<file path="config.mk">
export PLATFORM = sky130hd
export DESIGN_NAME = packet_deframer_resync_unit
export DESIGN_NICKNAME = d
export VERILOG_FILES = /design/src/pdr_pkg.sv /design/src/pdr_ram.sv /design/src/pdr_inq.sv /design/src/pdr_emit.sv /design/src/pdr_scan.sv /design/src/packet_deframer_resync_unit.sv
export SDC_FILE = /design/constraint.sdc
export NUM_CORES = 1
export LEC_CHECK = 0
export ABC_CLOCK_PERIOD_IN_PS = 13300
export BUFFER_PORTS_ARGS = -buffer_cell sky130_fd_sc_hd__buf_4
export CORE_MARGIN = 2
export CORE_UTILIZATION = 50
export DETAILED_ROUTE_END_ITERATION = 12
export PLACE_DENSITY_LB_ADDON = 0.05
export SKIP_CTS_REPAIR_TIMING = 1
export SLEW_MARGIN = 30
export SYNTH_ARGS = -nofsm -noshare
export SYNTH_HDL_FRONTEND = slang
export SYNTH_HIERARCHICAL = 1
export SYNTH_SLANG_ARGS = --single-unit
export TNS_END_PERCENT = 5
</file>
<file path="constraint.sdc">
create_clock -name clk -period 13.3 [get_ports clk]
set_input_delay 0.665 -clock clk [delete_from_list [all_inputs] [get_ports clk]]
set_output_delay 0.665 -clock clk [all_outputs]
set_load 0.01 [all_outputs]
</file>
<file path="src/pdr_pkg.sv">
// Shared types, constants and register codes of the packet deframer.
`default_nettype none
package pdr_pkg;

    // Default sizes
    localparam int BUFFER_DEPTH_DEF = 64;
    localparam int MAX_PAYLOAD_DEF  = 48;

    // Frame layout and per-byte result bound
    localparam int HEADER_BYTES   = 7;
    localparam int FRAME_OVERHEAD = 8;
    localparam int RESULT_LIMIT   = 56;

    // Configuration register indexes
    localparam logic [1:0] CFG_START   = 2'd0;
    localparam logic [1:0] CFG_VERSION = 2'd1;
    localparam logic [1:0] CFG_END     = 2'd2;
    localparam logic [1:0] CFG_MAXLEN  = 2'd3;

    // Configuration reset values
    localparam logic [7:0] START_RST   = 8'd170;
    localparam logic [7:0] VERSION_RST = 8'd1;
    localparam logic [7:0] END_RST     = 8'd85;
    localparam logic [5:0] MAXLEN_RST  = 6'd48;

    // Live configuration seen by the scanner
    typedef struct packed {
        logic [7:0] start_marker;
        logic [7:0] version_byte;
        logic [7:0] end_marker;
        logic [5:0] limit;
    } cfg_t;

    // One result, without the end-of-run flag
    typedef struct packed {
        logic [7:0]  frame_type;
        logic [15:0] sequence_res;
        logic [5:0]  payload_length;
        logic        has_data;
        logic [7:0]  data_byte;
        logic [5:0]  byte_index;
        logic        frame_end;
    } res_t;

    // Scanner to result stage
    typedef struct packed {
        logic push;
        logic flush;
        res_t res;
    } emit_req_t;

endpackage
`default_nettype wire

</file>
<file path="src/pdr_ram.sv">
// Generic single-write, single-read RAM with registered read data.
`default_nettype none
module pdr_ram #(
    parameter int WIDTH = 8,
    parameter int DEPTH = 64
) (
    input  wire logic                     clk,
    input  wire logic                     we,
    input  wire logic [$clog2(DEPTH)-1:0] waddr,
    input  wire logic [WIDTH-1:0]         wdata,
    input  wire logic [$clog2(DEPTH)-1:0] raddr,
    output logic      [WIDTH-1:0]         rdata
);

    logic [WIDTH-1:0] mem [DEPTH];

    // Write port
    always_ff @(posedge clk)
    begin
        if (we)
        begin
            mem[waddr] <= wdata;
        end
    end

    // Registered read port
    always_ff @(posedge clk)
    begin
        rdata <= mem[raddr];
    end

endmodule
`default_nettype wire

</file>
<file path="src/pdr_inq.sv">
// Two-entry input queue between the receive channel and the scanner.
`default_nettype none
module pdr_inq (
    input  wire logic       clk,
    input  wire logic       rst_n,
    input  wire logic       in_valid,
    output logic            in_ready,
    input  wire logic [7:0] in_byte,
    output logic            q_valid,
    output logic [7:0]      q_byte,
    input  wire logic       q_pop
);

    logic [1:0] count_reg, count_next;
    logic [7:0] head_reg, head_next;
    logic [7:0] tail_reg, tail_next;
    logic       push, pop;

    assign in_ready = (count_reg != 2'd2);
    assign q_valid  = (count_reg != 2'd0);
    assign q_byte   = head_reg;
    assign push     = in_valid && in_ready;
    assign pop      = q_pop && q_valid;

    // Slot update: head is the oldest byte
    always_comb
    begin
        count_next = count_reg;
        head_next  = head_reg;
        tail_next  = tail_reg;
        priority if (push && pop)
        begin
            if (count_reg == 2'd1)
            begin
                head_next = in_byte;
            end
            else
            begin
                head_next = tail_reg;
                tail_next = in_byte;
            end
        end
        else if (pop)
        begin
            head_next  = tail_reg;
            count_next = count_reg - 2'd1;
        end
        else if (push)
        begin
            if (count_reg == 2'd0)
            begin
                head_next = in_byte;
            end
            else
            begin
                tail_next = in_byte;
            end
            count_next = count_reg + 2'd1;
        end
    end

    always_ff @(posedge clk or negedge rst_n)
    begin
        if (!rst_n)
        begin
            count_reg <= 2'd0;
        end
        else
        begin
            count_reg <= count_next;
        end
    end

    always_ff @(posedge clk)
    begin
        head_reg <= head_next;
        tail_reg <= tail_next;
    end

endmodule
`default_nettype wire

</file>
<file path="src/pdr_emit.sv">
// Result stage: holds the newest result until the end-of-run flag is known.
`default_nettype none
module pdr_emit
    import pdr_pkg::*;
(
    input  wire logic      clk,
    input  wire logic      rst_n,
    input  wire emit_req_t req,
    output logic           rdy,
    output logic           out_valid,
    input  wire logic      out_ready,
    output res_t           out_res,
    output logic           out_run_end
);

    logic pend_valid_reg, pend_valid_next;
    res_t pend_reg, pend_next;
    logic out_valid_reg, out_valid_next;
    res_t out_reg, out_next;
    logic run_end_reg, run_end_next;
    logic out_free;

    assign out_free    = !out_valid_reg || out_ready;
    assign rdy         = !pend_valid_reg || out_free;
    assign out_valid   = out_valid_reg;
    assign out_res     = out_reg;
    assign out_run_end = run_end_reg;

    // Move the held result forward when a newer one arrives or the run closes
    always_comb
    begin
        pend_valid_next = pend_valid_reg;
        pend_next       = pend_reg;
        out_valid_next  = out_valid_reg && !out_ready;
        out_next        = out_reg;
        run_end_next    = run_end_reg;
        priority if (req.push && rdy)
        begin
            if (pend_valid_reg)
            begin
                out_next       = pend_reg;
                run_end_next   = 1'b0;
                out_valid_next = 1'b1;
            end
            pend_next       = req.res;
            pend_valid_next = 1'b1;
        end
        else if (req.flush && rdy)
        begin
            if (pend_valid_reg)
            begin
                out_next       = pend_reg;
                run_end_next   = 1'b1;
                out_valid_next = 1'b1;
            end
            pend_valid_next = 1'b0;
        end
    end

    always_ff @(posedge clk or negedge rst_n)
    begin
        if (!rst_n)
        begin
            pend_valid_reg <= 1'b0;
            out_valid_reg  <= 1'b0;
        end
        else
        begin
            pend_valid_reg <= pend_valid_next;
            out_valid_reg  <= out_valid_next;
        end
    end

    always_ff @(posedge clk)
    begin
        pend_reg    <= pend_next;
        out_reg     <= out_next;
        run_end_reg <= run_end_next;
    end

`ifndef NO_ASSERTIONS
    a_flush_empties: assert property (@(posedge clk) disable iff (!rst_n)
        (req.flush && !req.push && rdy) |=> !pend_valid_reg)
        else $error("held result left after run closed");
    a_push_holds: assert property (@(posedge clk) disable iff (!rst_n)
        (req.push && rdy) |=> pend_valid_reg)
        else $error("pushed result not held");
    a_push_forward: assert property (@(posedge clk) disable iff (!rst_n)
        (req.push && rdy && pend_valid_reg) |=> (out_valid_reg && !run_end_reg))
        else $error("earlier result not forwarded as mid-run");
`endif

endmodule
`default_nettype wire

</file>
<file path="src/pdr_scan.sv">
// Back end: byte buffer, resync scan, header and end-marker checks, payload walk.
`default_nettype none
module pdr_scan
    import pdr_pkg::*;
#(
    parameter int BUFFER_DEPTH = BUFFER_DEPTH_DEF
) (
    input  wire logic       clk,
    input  wire logic       rst_n,
    input  wire cfg_t       cfg,
    input  wire logic       q_valid,
    input  wire logic [7:0] q_byte,
    output logic            q_pop,
    input  wire logic       emit_rdy,
    output emit_req_t       req
);

    localparam int AW = $clog2(BUFFER_DEPTH);

    // Scanner states
    localparam logic [2:0] S_IDLE   = 3'd0;
    localparam logic [2:0] S_TOP    = 3'd1;
    localparam logic [2:0] S_CHK0   = 3'd2;
    localparam logic [2:0] S_HDR    = 3'd3;
    localparam logic [2:0] S_EVAL   = 3'd4;
    localparam logic [2:0] S_CHKEND = 3'd5;
    localparam logic [2:0] S_EMIT   = 3'd6;
    localparam logic [2:0] S_FLUSH  = 3'd7;

    // Header byte positions
    localparam logic [2:0] H_VER    = 3'd1;
    localparam logic [2:0] H_TYPE   = 3'd2;
    localparam logic [2:0] H_SEQLO  = 3'd3;
    localparam logic [2:0] H_SEQHI  = 3'd4;
    localparam logic [2:0] H_LENLO  = 3'd5;
    localparam logic [2:0] H_LENHI  = 3'd6;

    logic [2:0]    state_reg, state_next;
    logic [AW-1:0] rp_reg, rp_next;
    logic [AW-1:0] wp_reg, wp_next;
    logic [2:0]    k_reg, k_next;
    logic [5:0]    n_reg, n_next;
    logic [5:0]    idx_reg, idx_next;
    logic [7:0]    ver_reg, ver_next;
    logic [7:0]    type_reg, type_next;
    logic [15:0]   seq_reg, seq_next;
    logic [7:0]    lenlo_reg, lenlo_next;
    logic [7:0]    lenhi_reg, lenhi_next;

    logic          ram_we;
    logic [AW-1:0] raddr;
    logic [7:0]    rdata;
    logic [AW-1:0] wp_inc, rp_inc;
    logic [AW-1:0] held;
    logic [AW:0]   need;
    logic [5:0]    len6, r6;
    logic [6:0]    n_sum;
    logic          len_ok, frame_last, has_data;

    // Circular pointer advance; inc always stays below the depth
    function automatic logic [AW-1:0] wrap_add(input logic [AW-1:0] p, input logic [6:0] inc);
        logic [AW:0] s;
        s = {1'b0, p} + (AW+1)'(inc);
        if (s >= (AW+1)'(BUFFER_DEPTH))
        begin
            s = s - (AW+1)'(BUFFER_DEPTH);
        end
        return s[AW-1:0];
    endfunction

    pdr_ram #(
        .WIDTH (8),
        .DEPTH (BUFFER_DEPTH)
    ) u_store (
        .clk   (clk),
        .we    (ram_we),
        .waddr (wp_reg),
        .wdata (q_byte),
        .raddr (raddr),
        .rdata (rdata)
    );

    // Occupancy and frame arithmetic
    always_comb
    begin
        logic [AW:0] diff;
        diff       = (AW+1)'(BUFFER_DEPTH) + {1'b0, wp_reg} - {1'b0, rp_reg};
        held       = (wp_reg >= rp_reg) ? (wp_reg - rp_reg) : diff[AW-1:0];
        wp_inc     = wrap_add(wp_reg, 7'd1);
        rp_inc     = wrap_add(rp_reg, 7'd1);
        len6       = lenlo_reg[5:0];
        r6         = (len6 == 6'd0) ? 6'd1 : len6;
        len_ok     = (lenhi_reg == 8'd0) && (lenlo_reg <= {2'b00, cfg.limit});
        need       = (AW+1)'(FRAME_OVERHEAD) + (AW+1)'(len6);
        n_sum      = {1'b0, n_reg} + {1'b0, r6};
        frame_last = ((idx_reg + 6'd1) == r6);
        has_data   = (len6 != 6'd0);
    end

    // Result under construction
    always_comb
    begin
        req                    = '0;
        req.res.frame_type     = type_reg;
        req.res.sequence_res   = seq_reg;
        req.res.payload_length = len6;
        req.res.has_data       = has_data;
        req.res.data_byte      = has_data ? rdata : 8'd0;
        req.res.byte_index     = has_data ? idx_reg : 6'd0;
        req.res.frame_end      = frame_last;
        req.push               = (state_reg == S_EMIT);
        req.flush              = (state_reg == S_FLUSH);
    end

    // Scan sequencer
    always_comb
    begin
        state_next = state_reg;
        rp_next    = rp_reg;
        wp_next    = wp_reg;
        k_next     = k_reg;
        n_next     = n_reg;
        idx_next   = idx_reg;
        ver_next   = ver_reg;
        type_next  = type_reg;
        seq_next   = seq_reg;
        lenlo_next = lenlo_reg;
        lenhi_next = lenhi_reg;
        ram_we     = 1'b0;
        raddr      = rp_reg;
        q_pop      = 1'b0;
        unique case (state_reg)
            S_IDLE:
            begin
                // Append the byte unless the buffer is full
                if (q_valid)
                begin
                    q_pop  = 1'b1;
                    n_next = 6'd0;
                    if (wp_inc != rp_reg)
                    begin
                        ram_we  = 1'b1;
                        wp_next = wp_inc;
                    end
                    state_next = S_TOP;
                end
            end
            S_TOP:
            begin
                raddr      = rp_reg;
                state_next = (held == '0) ? S_FLUSH : S_CHK0;
            end
            S_CHK0:
            begin
                if (rdata != cfg.start_marker)
                begin
                    rp_next    = rp_inc;
                    state_next = S_TOP;
                end
                else if (held < AW'(FRAME_OVERHEAD))
                begin
                    state_next = S_FLUSH;
                end
                else
                begin
                    k_next     = H_VER;
                    raddr      = rp_inc;
                    state_next = S_HDR;
                end
            end
            S_HDR:
            begin
                // One header byte per cycle
                raddr = wrap_add(rp_reg, {4'd0, k_reg} + 7'd1);
                unique case (k_reg)
                    H_VER:   ver_next   = rdata;
                    H_TYPE:  type_next  = rdata;
                    H_SEQLO: seq_next   = {seq_reg[15:8], rdata};
                    H_SEQHI: seq_next   = {rdata, seq_reg[7:0]};
                    H_LENLO: lenlo_next = rdata;
                    default: lenhi_next = rdata;
                endcase
                if (k_reg == H_LENHI)
                begin
                    state_next = S_EVAL;
                end
                else
                begin
                    k_next = k_reg + 3'd1;
                end
            end
            S_EVAL:
            begin
                if ((ver_reg != cfg.version_byte) || !len_ok)
                begin
                    rp_next    = rp_inc;
                    state_next = S_TOP;
                end
                else if ({1'b0, held} < need)
                begin
                    state_next = S_FLUSH;
                end
                else
                begin
                    raddr      = wrap_add(rp_reg, 7'(HEADER_BYTES) + {1'b0, len6});
                    state_next = S_CHKEND;
                end
            end
            S_CHKEND:
            begin
                if (rdata != cfg.end_marker)
                begin
                    rp_next    = rp_inc;
                    state_next = S_TOP;
                end
                else if (n_sum > 7'(RESULT_LIMIT))
                begin
                    state_next = S_FLUSH;
                end
                else
                begin
                    idx_next   = 6'd0;
                    raddr      = wrap_add(rp_reg, 7'(HEADER_BYTES));
                    state_next = S_EMIT;
                end
            end
            S_EMIT:
            begin
                // Hold the read address while the result stage stalls
                raddr = wrap_add(rp_reg, 7'(HEADER_BYTES) + {1'b0, idx_reg});
                if (emit_rdy)
                begin
                    if (frame_last)
                    begin
                        rp_next    = wrap_add(rp_reg, 7'(FRAME_OVERHEAD) + {1'b0, len6});
                        n_next     = n_sum[5:0];
                        state_next = S_TOP;
                    end
                    else
                    begin
                        idx_next = idx_reg + 6'd1;
                        raddr    = wrap_add(rp_reg, 7'(HEADER_BYTES) + {1'b0, idx_reg} + 7'd1);
                    end
                end
            end
            S_FLUSH:
            begin
                if (emit_rdy)
                begin
                    state_next = S_IDLE;
                end
            end
        endcase
    end

    always_ff @(posedge clk or negedge rst_n)
    begin
        if (!rst_n)
        begin
            state_reg <= S_IDLE;
            rp_reg    <= '0;
            wp_reg    <= '0;
            k_reg     <= 3'd0;
            n_reg     <= 6'd0;
            idx_reg   <= 6'd0;
        end
        else
        begin
            state_reg <= state_next;
            rp_reg    <= rp_next;
            wp_reg    <= wp_next;
            k_reg     <= k_next;
            n_reg     <= n_next;
            idx_reg   <= idx_next;
        end
    end

    always_ff @(posedge clk)
    begin
        ver_reg   <= ver_next;
        type_reg  <= type_next;
        seq_reg   <= seq_next;
        lenlo_reg <= lenlo_next;
        lenhi_reg <= lenhi_next;
    end

`ifndef NO_ASSERTIONS
    a_write_idle: assert property (@(posedge clk) disable iff (!rst_n)
        ram_we |-> (state_reg == S_IDLE))
        else $error("buffer written outside byte intake");
    a_no_overrun: assert property (@(posedge clk) disable iff (!rst_n)
        ram_we |=> (wp_reg != rp_reg))
        else $error("write pointer caught the read pointer");
    a_result_bound: assert property (@(posedge clk) disable iff (!rst_n)
        (state_reg == S_EMIT) |-> (n_sum <= 7'(RESULT_LIMIT)))
        else $error("result count of one byte above bound");
    a_index_range: assert property (@(posedge clk) disable iff (!rst_n)
        (state_reg == S_EMIT) |-> (idx_reg < r6))
        else $error("payload index past frame length");
`endif

endmodule
`default_nettype wire

</file>
<file path="src/packet_deframer_resync_unit.sv">
// Top level of the delimited packet deframer with resync.
// Flow: a byte is written to the buffer in the same cycle that it leaves the input queue;
// each dropped leading byte passes S_TOP and S_CHK0, each header check adds S_HDR for
// the six header bytes and S_EVAL, each end-marker check adds S_CHKEND, then S_EMIT gives
// one result per cycle while the output is taken, and S_FLUSH closes the run. The single
// buffer read port sets the pace: a new byte is taken only after the scan ends; two bytes queue at the input meanwhile.
// Reset: pointers empty, configuration registers at defaults; buffer contents undefined, no clearing.
`default_nettype none
module packet_deframer_resync_unit
    import pdr_pkg::*;
#(
    parameter int BUFFER_DEPTH = BUFFER_DEPTH_DEF,
    parameter int MAX_PAYLOAD  = MAX_PAYLOAD_DEF
) (
    input  wire logic        clk,
    input  wire logic        rst_n,
    input  wire logic        cfg_we,
    input  wire logic [1:0]  cfg_index,
    input  wire logic [7:0]  cfg_data,
    input  wire logic        in_valid,
    output logic             in_ready,
    input  wire logic [7:0]  rx_byte,
    output logic             out_valid,
    input  wire logic        out_ready,
    output logic [7:0]       frame_type,
    output logic [15:0]      sequence_res,
    output logic [5:0]       payload_length,
    output logic             has_data,
    output logic [7:0]       data_byte,
    output logic [5:0]       byte_index,
    output logic             frame_end,
    output logic             run_end
);

    logic [7:0] start_reg, version_reg, end_reg;
    logic [5:0] maxlen_reg;
    cfg_t       cfg;
    logic       q_valid, q_pop;
    logic [7:0] q_byte;
    logic       emit_rdy;
    emit_req_t  req;
    res_t       out_res;

    // Configuration registers
    always_ff @(posedge clk or negedge rst_n)
    begin
        if (!rst_n)
        begin
            start_reg   <= START_RST;
            version_reg <= VERSION_RST;
            end_reg     <= END_RST;
            maxlen_reg  <= MAXLEN_RST;
        end
        else if (cfg_we)
        begin
            unique case (cfg_index)
                CFG_START:   start_reg   <= cfg_data;
                CFG_VERSION: version_reg <= cfg_data;
                CFG_END:     end_reg     <= cfg_data;
                CFG_MAXLEN:  maxlen_reg  <= cfg_data[5:0];
            endcase
        end
    end

    // Effective length limit is the smaller of the register and the payload size
    always_comb
    begin
        cfg.start_marker = start_reg;
        cfg.version_byte = version_reg;
        cfg.end_marker   = end_reg;
        cfg.limit        = (maxlen_reg > 6'(MAX_PAYLOAD)) ? 6'(MAX_PAYLOAD) : maxlen_reg;
    end

    pdr_inq u_inq (
        .clk      (clk),
        .rst_n    (rst_n),
        .in_valid (in_valid),
        .in_ready (in_ready),
        .in_byte  (rx_byte),
        .q_valid  (q_valid),
        .q_byte   (q_byte),
        .q_pop    (q_pop)
    );

    pdr_scan #(
        .BUFFER_DEPTH (BUFFER_DEPTH)
    ) u_scan (
        .clk      (clk),
        .rst_n    (rst_n),
        .cfg      (cfg),
        .q_valid  (q_valid),
        .q_byte   (q_byte),
        .q_pop    (q_pop),
        .emit_rdy (emit_rdy),
        .req      (req)
    );

    pdr_emit u_emit (
        .clk         (clk),
        .rst_n       (rst_n),
        .req         (req),
        .rdy         (emit_rdy),
        .out_valid   (out_valid),
        .out_ready   (out_ready),
        .out_res     (out_res),
        .out_run_end (run_end)
    );

    // Result fields
    assign frame_type     = out_res.frame_type;
    assign sequence_res   = out_res.sequence_res;
    assign payload_length = out_res.payload_length;
    assign has_data       = out_res.has_data;
    assign data_byte      = out_res.data_byte;
    assign byte_index     = out_res.byte_index;
    assign frame_end      = out_res.frame_end;

endmodule
`default_nettype wire
</file>
**Yosys cells after proc, flatten, opt, wreduce, memory -nomap -nowiden**

Memories as Yosys holds them, arrays and structs flattened. A register that Yosys moved wholly into a read port is not among the register bits.
Index checks and enable logic that the tools add are counted.

- Flip-flop bits (word level): 221
- Input bits: 23
- Word-level logic and storage cells: 260
- Memories kept: 1
- Output and inout bits: 49
- RAM bits: 512

- Muxes and demuxes: 84
- Order comparisons: 14
- Add/sub/neg operators: 29
- Equality and inequality tests: 40
- Reduce and logical (&&, ||, !) cells: 52
- Bitwise logic cells: 4

Memories:

| memory | words | width | read ports | clocked after Yosys merged registers in | wr ports | line | text |
|---|---|---|---|---|---|---|---|
| u_scan.u_store.mem | 64 | 8 | 1 | 1 | 1 | pdr_ram.sv:15 | `logic [WIDTH-1:0] mem [DEPTH];` |

Operators with widths:

| operator | number |
|---|---|
| 6-bit two-way mux | 31 |
| 46-bit two-way mux | 3 |
| 8-bit two-way mux | 10 |
| 7-bit >= comparator, second input constant | 8 |
| 6-bit by 1-bit subtractor with 6-bit output, second input constant | 8 |
| 3-bit two-way mux | 13 |
| 16-bit case mux with 2 select lines | 1 |
| 6-bit case mux with 5 select lines | 1 |
| 6-bit by 7-bit adder with 7-bit output | 4 |
| 2-bit != test, second input constant | 13 |
| 8-bit != test | 3 |
| 3-bit case mux with 8 select lines | 1 |
| 6-bit case mux with 2 select lines | 2 |
| 6-bit case mux with 4 select lines | 1 |
| 2-bit AND reduction | 11 |
| 3-bit equality test, second input constant | 7 |
| 1-bit two-way mux | 17 |
| 3-bit by 6-bit adder with 7-bit output, first input constant | 2 |
| 6-bit by 1-bit adder with 7-bit output, second input constant | 2 |
| 2-bit nonzero test | 7 |
| 3-bit by 2-bit equality test with 1-bit output, second input constant | 4 |
| 6-bit zero test | 2 |
| 4-bit AND reduction | 3 |
| 6-bit subtractor | 2 |
| 39 further kinds | 67 |

**Longest topological paths before layout**

Gate-level depths: netlist of the first run.

- Word-level depth: 9
- Depth in mapped cells: 25
- Gate-level depth less buffers: 21

**Hierarchy**

Netlist of the first run, hierarchy kept.

Modules (own cells, without submodules):

| module | area each (um^2) | sequential area each (um^2) | times used | cells each |
|---|---|---|---|---|
| pdr_ram | 20,285.7 | 15,534.9 | 1 | 993 |
| pdr_scan | 6,070.8 | 2,192.1 | 1 | 634 |
| pdr_emit | 2,895.3 | 2,842.7 | 1 | 105 |
| packet_deframer_resync_unit | 1,184.9 | 764.5 | 1 | 71 |
| pdr_inq | 789.5 | 530.5 | 1 | 49 |

**Worst setup path after synthesis of the first run**

No wires, ideal clock.

- Path type: register to register
- Start point: register u_scan.rp_reg[2]
- End point: register u_scan.u_store.rdata[1] (read register of u_scan.u_store.mem)
- Setup slack: 8.350 ns
- Period minus slack after synthesis: 4.950 ns
- Setup time: 0.128 ns
- Required time: 13.172 ns
- Path buffers: 4
- Cell stages (with the launch flop): 24
- Data arrival time: 4.821 ns
- Cells stage by stage: dfrtp_1 -> clkbuf_1 -> inv_1 -> ha_1 -> o21ai_0 -> a21oi_1 -> a31o_1 -> or2_2 -> ha_1 -> nand3_1 -> o21ai_0 -> nand4b_1 -> mux2_2 -> a221o_1 -> a31oi_1 -> nand3_1 -> buf_2 -> buf_2 -> clkbuf_1 -> or2_2 -> o22ai_1 -> nand2_1 -> a22oi_1 -> o22ai_1

- Longest elaborated chain between the ends: 6
- Elaborated cells between the ends (all ways): 39

Ends and longest elaborated chain:

| element | line | text |
|---|---|---|
| start: declaration | pdr_scan.sv:39 | `logic [AW-1:0] rp_reg, rp_next;` |
| start signal: assignment | pdr_scan.sv:270 | `rp_reg <= rp_next;` |
| 6-bit by 7-bit adder with 7-bit output (tied with other cells) | pdr_scan.sv:63 | `s = {1'b0, p} + (AW+1)'(inc);` |
| 6-bit by 1-bit subtractor with 6-bit output (tied with other cells) | pdr_scan.sv:66 | `s = s - (AW+1)'(BUFFER_DEPTH);` |
| 6-bit two-way mux (tied with other cells) | pdr_scan.sv:64 | `if (s >= (AW+1)'(BUFFER_DEPTH))` |
| 6-bit two-way mux, on equally long branches (2 in a row) | -- |  |
| 6-bit case mux with 5 select lines * | pdr_scan.sv:132 | `unique case (state_reg)` |
| via u_scan.raddr[2] | pdr_scan.sv:51 | `logic [AW-1:0] raddr;` |
| end: declaration | pdr_ram.sv:12 | `output logic [WIDTH-1:0] rdata` |

The timed path passes the listed nets; every way through them passes the cells marked *.
A chain may end at the register's enable or synchronous reset.

**Worst setup path in the final report of the first run**

- Start point: register u_scan.lenlo_reg[3]
- End point: register u_scan.u_store.rdata[1] (read register of u_scan.u_store.mem)

- Longest elaborated chain between the ends: 7
- Elaborated cells between the ends (all ways): 23

Ends and longest elaborated chain:

| element | line | text |
|---|---|---|
| start: declaration | pdr_scan.sv:47 | `logic [7:0] lenlo_reg, lenlo_next;` |
| start signal: assignment | pdr_scan.sv:283 | `lenlo_reg <= lenlo_next;` |
| 3-bit by 6-bit adder with 7-bit output / 6-bit zero test (equally long branches) | pdr_scan.sv:205, pdr_scan.sv:92 |  |
| 6-bit by 7-bit adder with 7-bit output / 6-bit two-way mux (equally long branches) | pdr_scan.sv:63, pdr_scan.sv:92 |  |
| 7-bit >= comparator / 6-bit by 6-bit adder with 7-bit output (equally long branches) | pdr_scan.sv:64, pdr_scan.sv:95 |  |
| 6-bit two-way mux / 7-bit by 6-bit greater-than comparator with 1-bit output (equally long branches) | pdr_scan.sv:64, pdr_scan.sv:216 |  |
| 6-bit two-way mux, on equally long branches | pdr_scan.sv:199, pdr_scan.sv:216 |  |
| 6-bit two-way mux, on equally long branches | pdr_scan.sv:194, pdr_scan.sv:211 |  |
| 6-bit case mux with 5 select lines * | pdr_scan.sv:132 |  |
| via u_scan.raddr[0] | pdr_scan.sv:51 |  |

Marks and branches as above.

==> results of run 1 <==
[kinds of logic after synthesis]
kind of cell | after synthesis | share of synthesized area, %
adder cells (fa/ha/maj) | 67 | 2.845
AND/OR/NAND/NOR | 377 | 6.299
buffers and inverters | 151 | 2.388
AO/OA/AOI/OAI | 224 | 4.840
XOR/XNOR | 79 | 2.276
multiplexers | 213 | 11.33
flip-flops | 741 | 70.02
[synthesized netlist by cell type, types with 11 or more instances]
cell type  instances  area (µm²)
xnor2_1           41       359.1
and3_1            20       125.1
nand2b_1          17       106.4
mux2_2            53       596.8
nand4_1           11       68.82
o22ai_1           22       137.6
buf_4             15       112.6
edfxtp_1         669       20090
clkbuf_1          43       161.4
nor2b_1           31       193.9
buf_2             22       110.1
and2_1            16       100.1
a31oi_1           11       68.82
a21oi_1           51       255.2
dfstp_2           11       289.0
xor2_1            37       324.1
nand2_1           57       214.0
dfrtp_1           53        1326
a22oi_1           18       135.1
inv_1             56       210.2
a21o_1            12       90.09
mux4_2           107        2410
o21ai_0           30       150.1
ha_1              59       738.2
nor2_1           112       420.4
nand3_1           38       190.2
nor3_1            20       100.1
mux2i_1           52       520.5
[worst max path at each step]
stage / slack [ns] / to / start / depth (start not counted)
3_5_place_dp: 6.32 / u_scan/u_store/rdata[1] / u_scan/lenlo_reg[3] / 21
4_1_cts: 6.28 / u_scan/u_store/rdata[1] / u_scan/lenlo_reg[3] / 21
5_1_grt: 5.50 / u_scan/u_store/rdata[1] / u_scan/lenlo_reg[3] / 21
3_3_place_gp: 6.42 / u_scan/u_store/rdata[7] / u_scan/lenlo_reg[3] / 21
6_report: 6.17 / u_scan/u_store/rdata[1] / u_scan/lenlo_reg[3] / 21
2_1_floorplan: 8.35 / u_scan/u_store/rdata[1] / u_scan/rp_reg[2] / 23
[layer usage]
layer / routed length [µm] / up-vias / global-route usage [%]
li1: - / 7388 / -
met1: 30720 / 8512 / 31.83
met2: 34810 / 590 / 37.27
met3: 4309 / 146 / 3.278
met4: 2342 / 0 / 8.000
met5: 0 / - / 0
[stage by stage]
stage	cells	util [%]	power, mW
after floorplan	1852	-	5.566
after global placement	2690	52.67	6.621
final	2822	56.65	8.691
after CTS	2822	56.62	8.763
after global routing	2822	56.65	9.110
after detailed placement	2690	52.67	6.647
[worst max-delay path: stages (launching register included)]
cell and delay, ns:
edfxtp_1 0.63, nor3_1 0.30, a21oi_1 0.14, inv_1 0.09
ha_1 0.16, inv_1 0.06, fa_1 0.42, o21bai_1 0.17
a22oi_1 0.25, xnor2_1 0.19, a41oi_1 0.09, a41oi_2 0.50
nor2b_1 0.59, nor2_1 0.11, o211ai_1 0.31, buf_12 0.60
buf_4 0.85, mux4_2 0.61, a32oi_1 0.21, o31ai_1 0.09
a22oi_1 0.23, o22ai_1 0.10
[placed cells by master (no fill, tap or decap), drive strengths merged, types with 16 or more instances in the layout]
cell type	n
a21oi	52
a22oi	18
and2	16
and3	20
buf	95
clkbuf	93
clkinv	27
dfrtp	53
edfxtp	669
ha	59
inv	59
mux2	54
mux2i	52
mux4	107
nand2	57
nand2b	17
nand3	38
nor2	112
nor2b	31
nor3	20
o21ai	34
o22ai	22
xnor2	41
xor2	38
[power groups by stage]
stage               Clock (mW)  Sequential, mW  Combinational [mW]
floorplan                    0            3.14                2.42
global placement             0            3.16                3.46
detailed placement           0            3.16                3.48
CTS                       2.15            3.12                3.49
global route              2.24            3.14                3.74
finish                    2.11            3.12                3.47
[cell type report]
type | instances | area share [%]
flip-flops and latches | 741 | 62.54
multi-input cells | 960 | 24.79
clock buffers | 93 | 5.680
well taps | 837 | 2.995
repair buffers | 95 | 2.086
clock inverters | 39 | 1.292
inverters | 57 | 0.6120
==> flow_metrics.tcl, run 1 <==
set metrics [dict create \
    status "finished, final reports clean" \
    skew_ns 0.01850 \
    synth-main-ff-cell "edfxtp_1" \
    antenna_found_initial 0 \
    crit_type "register to register" \
    p_switching_mw 3.159 \
    h-tree-depth 3 \
    drv_slew 0 \
    tns_ns 0 \
    whs_ns 0.03775 \
    rrSetupSlack_ns 6.17 \
    period_minus_slack_ns 7.133 \
    maxCapViolCount 0 \
    drc 0 \
    dpl_cell_area_um2 32500 \
    root_buffer "clkbuf_16" \
    area_growth_pct 11.96 \
    gp_congestion 0.9000 \
    ir_drop_mv 0.2765 \
    nets 2019 \
    io_pins 72 \
    start_util_pct 50.60 \
    seqCellArea_um2 21860 \
    dr.pass1.iters 6 \
    grtUsageTotal_pct 22.90 \
    crit_fanout 102 \
    r2r.worst_path.cells 21 \
    cts_buffers 75 \
    syn-num-nets 1941 \
    synth_warnings 6 \
    ant_nets 0 \
    fin_crit_sh_pct 53.63 \
    reg2reg_from "u_scan/lenlo_reg[3]" \
    pwr-share-comb_pct 39.9 \
    std_cell_rows 91 \
    die_x_um 253.9 \
    grt_pass1_vias 16594 \
    syn-instance-count 1852 \
    end_kind "register" \
    cts.clk_slew.worst_paths_ns 0.06 \
    startpoint_type "register" \
    final_cell_area_um2 34960 \
    core_um2 61710 \
    dp_hpwl_um 44970 \
    arrival_ns 7.61 \
    drt-total-wl_um 72180 \
    cellLeakagePower_nw 11.80 \
    reg2reg_to "u_scan/u_store/rdata[1]" \
    wl_per_cell_um 25.58 \
    cp_data_required_time_ns 13.77 \
    largest_register_ffs 512 \
    grt_max_degree 103 \
    syn_area_per_cell_um2 16.86 \
    async_flop_share_pct 8.637 \
    yosysUniqueCellTypes 84 \
    syn_area_um2 31230 \
    setup_ws_ns 6.167 \
    yosysSeqAreaShare_pct 70.02 \
    switching_share_pct 36.35 \
    hold_violations 0 \
    p_int_mw 5.532 \
    p_seq_share_pct 35.8 \
    dr.first_iter.drc_count 1613 \
    clock_sinks 741 \
    p_per_area_nw_per_um2 248.6 \
    post_drt_via_cell_ratio 5.895 \
    worstHoldPathType "input port to async pin" \
    grt_setup_unrepaired "false" \
    fill_cells 4865 \
    worstMarginPinSlew_ns 0.9858 \
    max_freq_mhz 140.2 \
    synth_seq_cells 741 \
    vias 16636 \
    clk_path_buf_depth 3 \
    die_y_um 253.9 \
    grt_pass1_wl_um 107400 \
    finalSetupViolations 0 \
    multi_input_area_um2 8668 \
    p_clk_share_pct 24.2 \
    die-area_um2 64470 \
    io_buffers 71 \
    overflow 0 \
    clk-insertion-delay-late_ns 0.62 \
    synth_edf_count 669 \
    insertedDiodeCount 0 \
    pre_cts_slack_ns 6.318 \
    cts_tree "done" \
    relSlewSlack_pct 34.28 \
    layout-drive-gt1-share_pct 20.15 \
]
Note: power is estimated with default switching activity, not from simulation.
==> run 2, diff against run 1 <==
Settings changed: ABC_AREA set to 1, ABC_CLOCK_PERIOD_IN_PS 13300 to 7000.
Clock period 13.3 ns to 7 ns, I/O delays scaled along.
==> flow_metrics.tcl, run 2 <==
set metrics [dict create \
    grt_pass1_vias 21512 \
    worstHoldPathType "input port to register" \
    die_x_um 261.0 \
    core_um2 65630 \
    root_buffer "clkbuf_16" \
    yosys.area_share.simple_pct 22.25 \
    wl_per_cell_um 21.37 \
    synth_xor_area_share_pct 1.379 \
    final_cell_mix "nand2_1 (919), edfxtp_1 (669), nand3_1 (543)" \
    crit_top_cell "nand2_1" \
    cts_tree "done" \
    synthDominantCellAreaShare_pct 60.84 \
    area_growth_pct 11.17 \
    drc 0 \
    yosys-top-cells-area "edfxtp_1 (61%), nand2_1 (10%), nand3_1 (8.2%)" \
    dp_hpwl_um 52300 \
    io_buffers 71 \
    clk_path_buf_depth 3 \
    min_path_cells 4 \
    end_kind "register" \
    worstMarginPinSlew_ns 0.9886 \
    io_pins 72 \
    yosysMostFrequentCell "nand2_1" \
    crit_path_top_delay_cell "dfrtp_1" \
    synthMuxAreaShare_pct 0 \
    syn_area_per_cell_um2 10.92 \
    synth_edf_count 669 \
    ant_nets 0 \
    final_common_cell "nand2_1" \
    cts.clk_slew.worst_paths_ns 0.06 \
    syn-instance-count 3024 \
    tns_ns 0 \
    synth_common_cells "nand2_1 (920), edfxtp_1 (669), nand3_1 (544)" \
    antenna_found_initial 0 \
    grtUsageTotal_pct 25.15 \
    yosysUniqueCellTypes 47 \
    dr.pass1.iters 7 \
    crit_type "register to register" \
    synth_top_family_by_area "simple AND/OR/NAND/NOR gates" \
    h-tree-depth 3 \
    synth_top_area_cell "edfxtp_1" \
    power_mw 17.79 \
    layout-drive-gt1-share_pct 9.259 \
    crit_fanout 85 \
    period_minus_slack_ns 5.568 \
    async_flop_share_pct 8.637 \
    insertedDiodeCount 0 \
    std_cell_rows 94 \
    hold_violations 0 \
    vias 22212 \
    synth_seq_cells 741 \
    startpoint_type "register" \
    slowest_delay_ns 0.60 \
    grt_max_degree 138 \
    largest_register_ffs 512 \
    clk-insertion-delay-late_ns 0.63 \
    drv_slew 0 \
    arrival_ns 6.13 \
    max_freq_mhz 179.6 \
    fill_cells 5667 \
    grt_pass1_wl_um 129400 \
    p_per_area_nw_per_um2 484.6 \
    relSlewSlack_pct 33.90 \
    grt_setup_unrepaired "false" \
    seqCellArea_um2 21860 \
    start_util_pct 50.32 \
    clock_sinks 741 \
    syn_area_um2 33020 \
    r2r.worst_path.cells 29 \
    maxCapViolCount 0 \
    post_drt_via_cell_ratio 5.543 \
    synthAdderAreaFrac_pct 2.660 \
    cellLeakagePower_nw 14.24 \
    skew_ns 0.02572 \
    status "finished, final reports clean" \
    fin_crit_sh_pct 79.54 \
    synth-main-ff-cell "edfxtp_1" \
    finalSetupViolations 0 \
    nets 3169 \
    ir_drop_mv 0.3773 \
    multi_input_area_um2 9480 \
    gp_congestion 0.9794 \
    syn-num-nets 3113 \
    yosysSeqAreaShare_pct 66.21 \
    synth_warnings 6 \
    die-area_um2 68120 \
    drt-total-wl_um 85620 \
    die_y_um 261.0 \
    cp_data_required_time_ns 7.56 \
    synth_compound_area_share_pct 2.289 \
    dr.first_iter.drc_count 2024 \
    overflow 0 \
    cts_buffers 77 \
]
-- run 2: cell count changes after synthesis, moves of 26 or more --
cell and change:
mux2_2 -53, clkbuf_1 -26, nor2b_1 -31, nand3_1 +506, mux4_2 -107, nand2_1 +863
nor2_1 +38, mux2i_1 -52, inv_1 +116
-- run 2: metal layers --
metal	part of all wire [%]	global-route usage [%]	wire length [µm]
met5	0	0	0
met4	3.7	9.233	3168
met3	5.3	3.417	4500
met2	48	41.66	41200
met1	43	34.18	36750
-- run 2: where the power goes --
part	internal [mW]	total, mW	switching (mW)
sequential	5.65	5.99	0.337
clock	2.39	4.10	1.70
combinational	2.09	7.71	5.62
-- run 2: layout make-up --
type / instances / area share [%]
timing repair buffer: 121 / 2.791
multi-input combinational: 1952 / 25.82
clock inverter: 45 / 1.333
tap: 864 / 2.945
clock buffer: 97 / 5.596
inverter: 187 / 1.950
sequential: 741 / 59.56
-- run 2: worst max-delay path, delay by kind of cell (launching register included) --
family                   cells  cell delay (ns)
AO/OA/AOI/OAI                2             0.43
adder cells (fa/ha/maj)      2             0.70
buffers and inverters        6             1.33
flip-flops                   1             0.60
AND/OR/NAND/NOR             19             2.33
-- run 2: path summary, 6_finish.rpt --
path,start,to,slack [ns]
min in group asynchronous,rst_n,u_scan/idx_reg[4],0.31
max reg2reg,u_scan/rp_reg[4],u_scan/u_store/rdata[6],1.43
min reg2reg,u_emit/pend_reg[6],u_emit/out_res[6],0.41
min,out_ready,u_emit/out_valid,0.03
max,u_scan/rp_reg[4],u_scan/u_store/rdata[6],1.43
max in group asynchronous,rst_n,u_inq/count_reg[0],6.18
-- run 2: through the flow --
stage	instance area, µm²	setup WS [ns]	cells	hold WS, ns	util (%)
global route	36710	1.079	4007	0.03825	55.94
floorplan	33020	3.172	3024	0.05441	-
finish	36710	1.432	4007	0.02627	55.94
CTS	36530	1.553	3990	-0.1307	55.66
detailed placement	33990	1.572	3848	0.4045	51.78
global placement	33940	1.647	3847	0.4007	51.71
-- run 2: logic make-up after synthesis --
group           Yosys count
buf+inv                 331
flops                   741
xor+xnor                 52
compound gates          135
fa+ha+maj                66
simple gates           1699
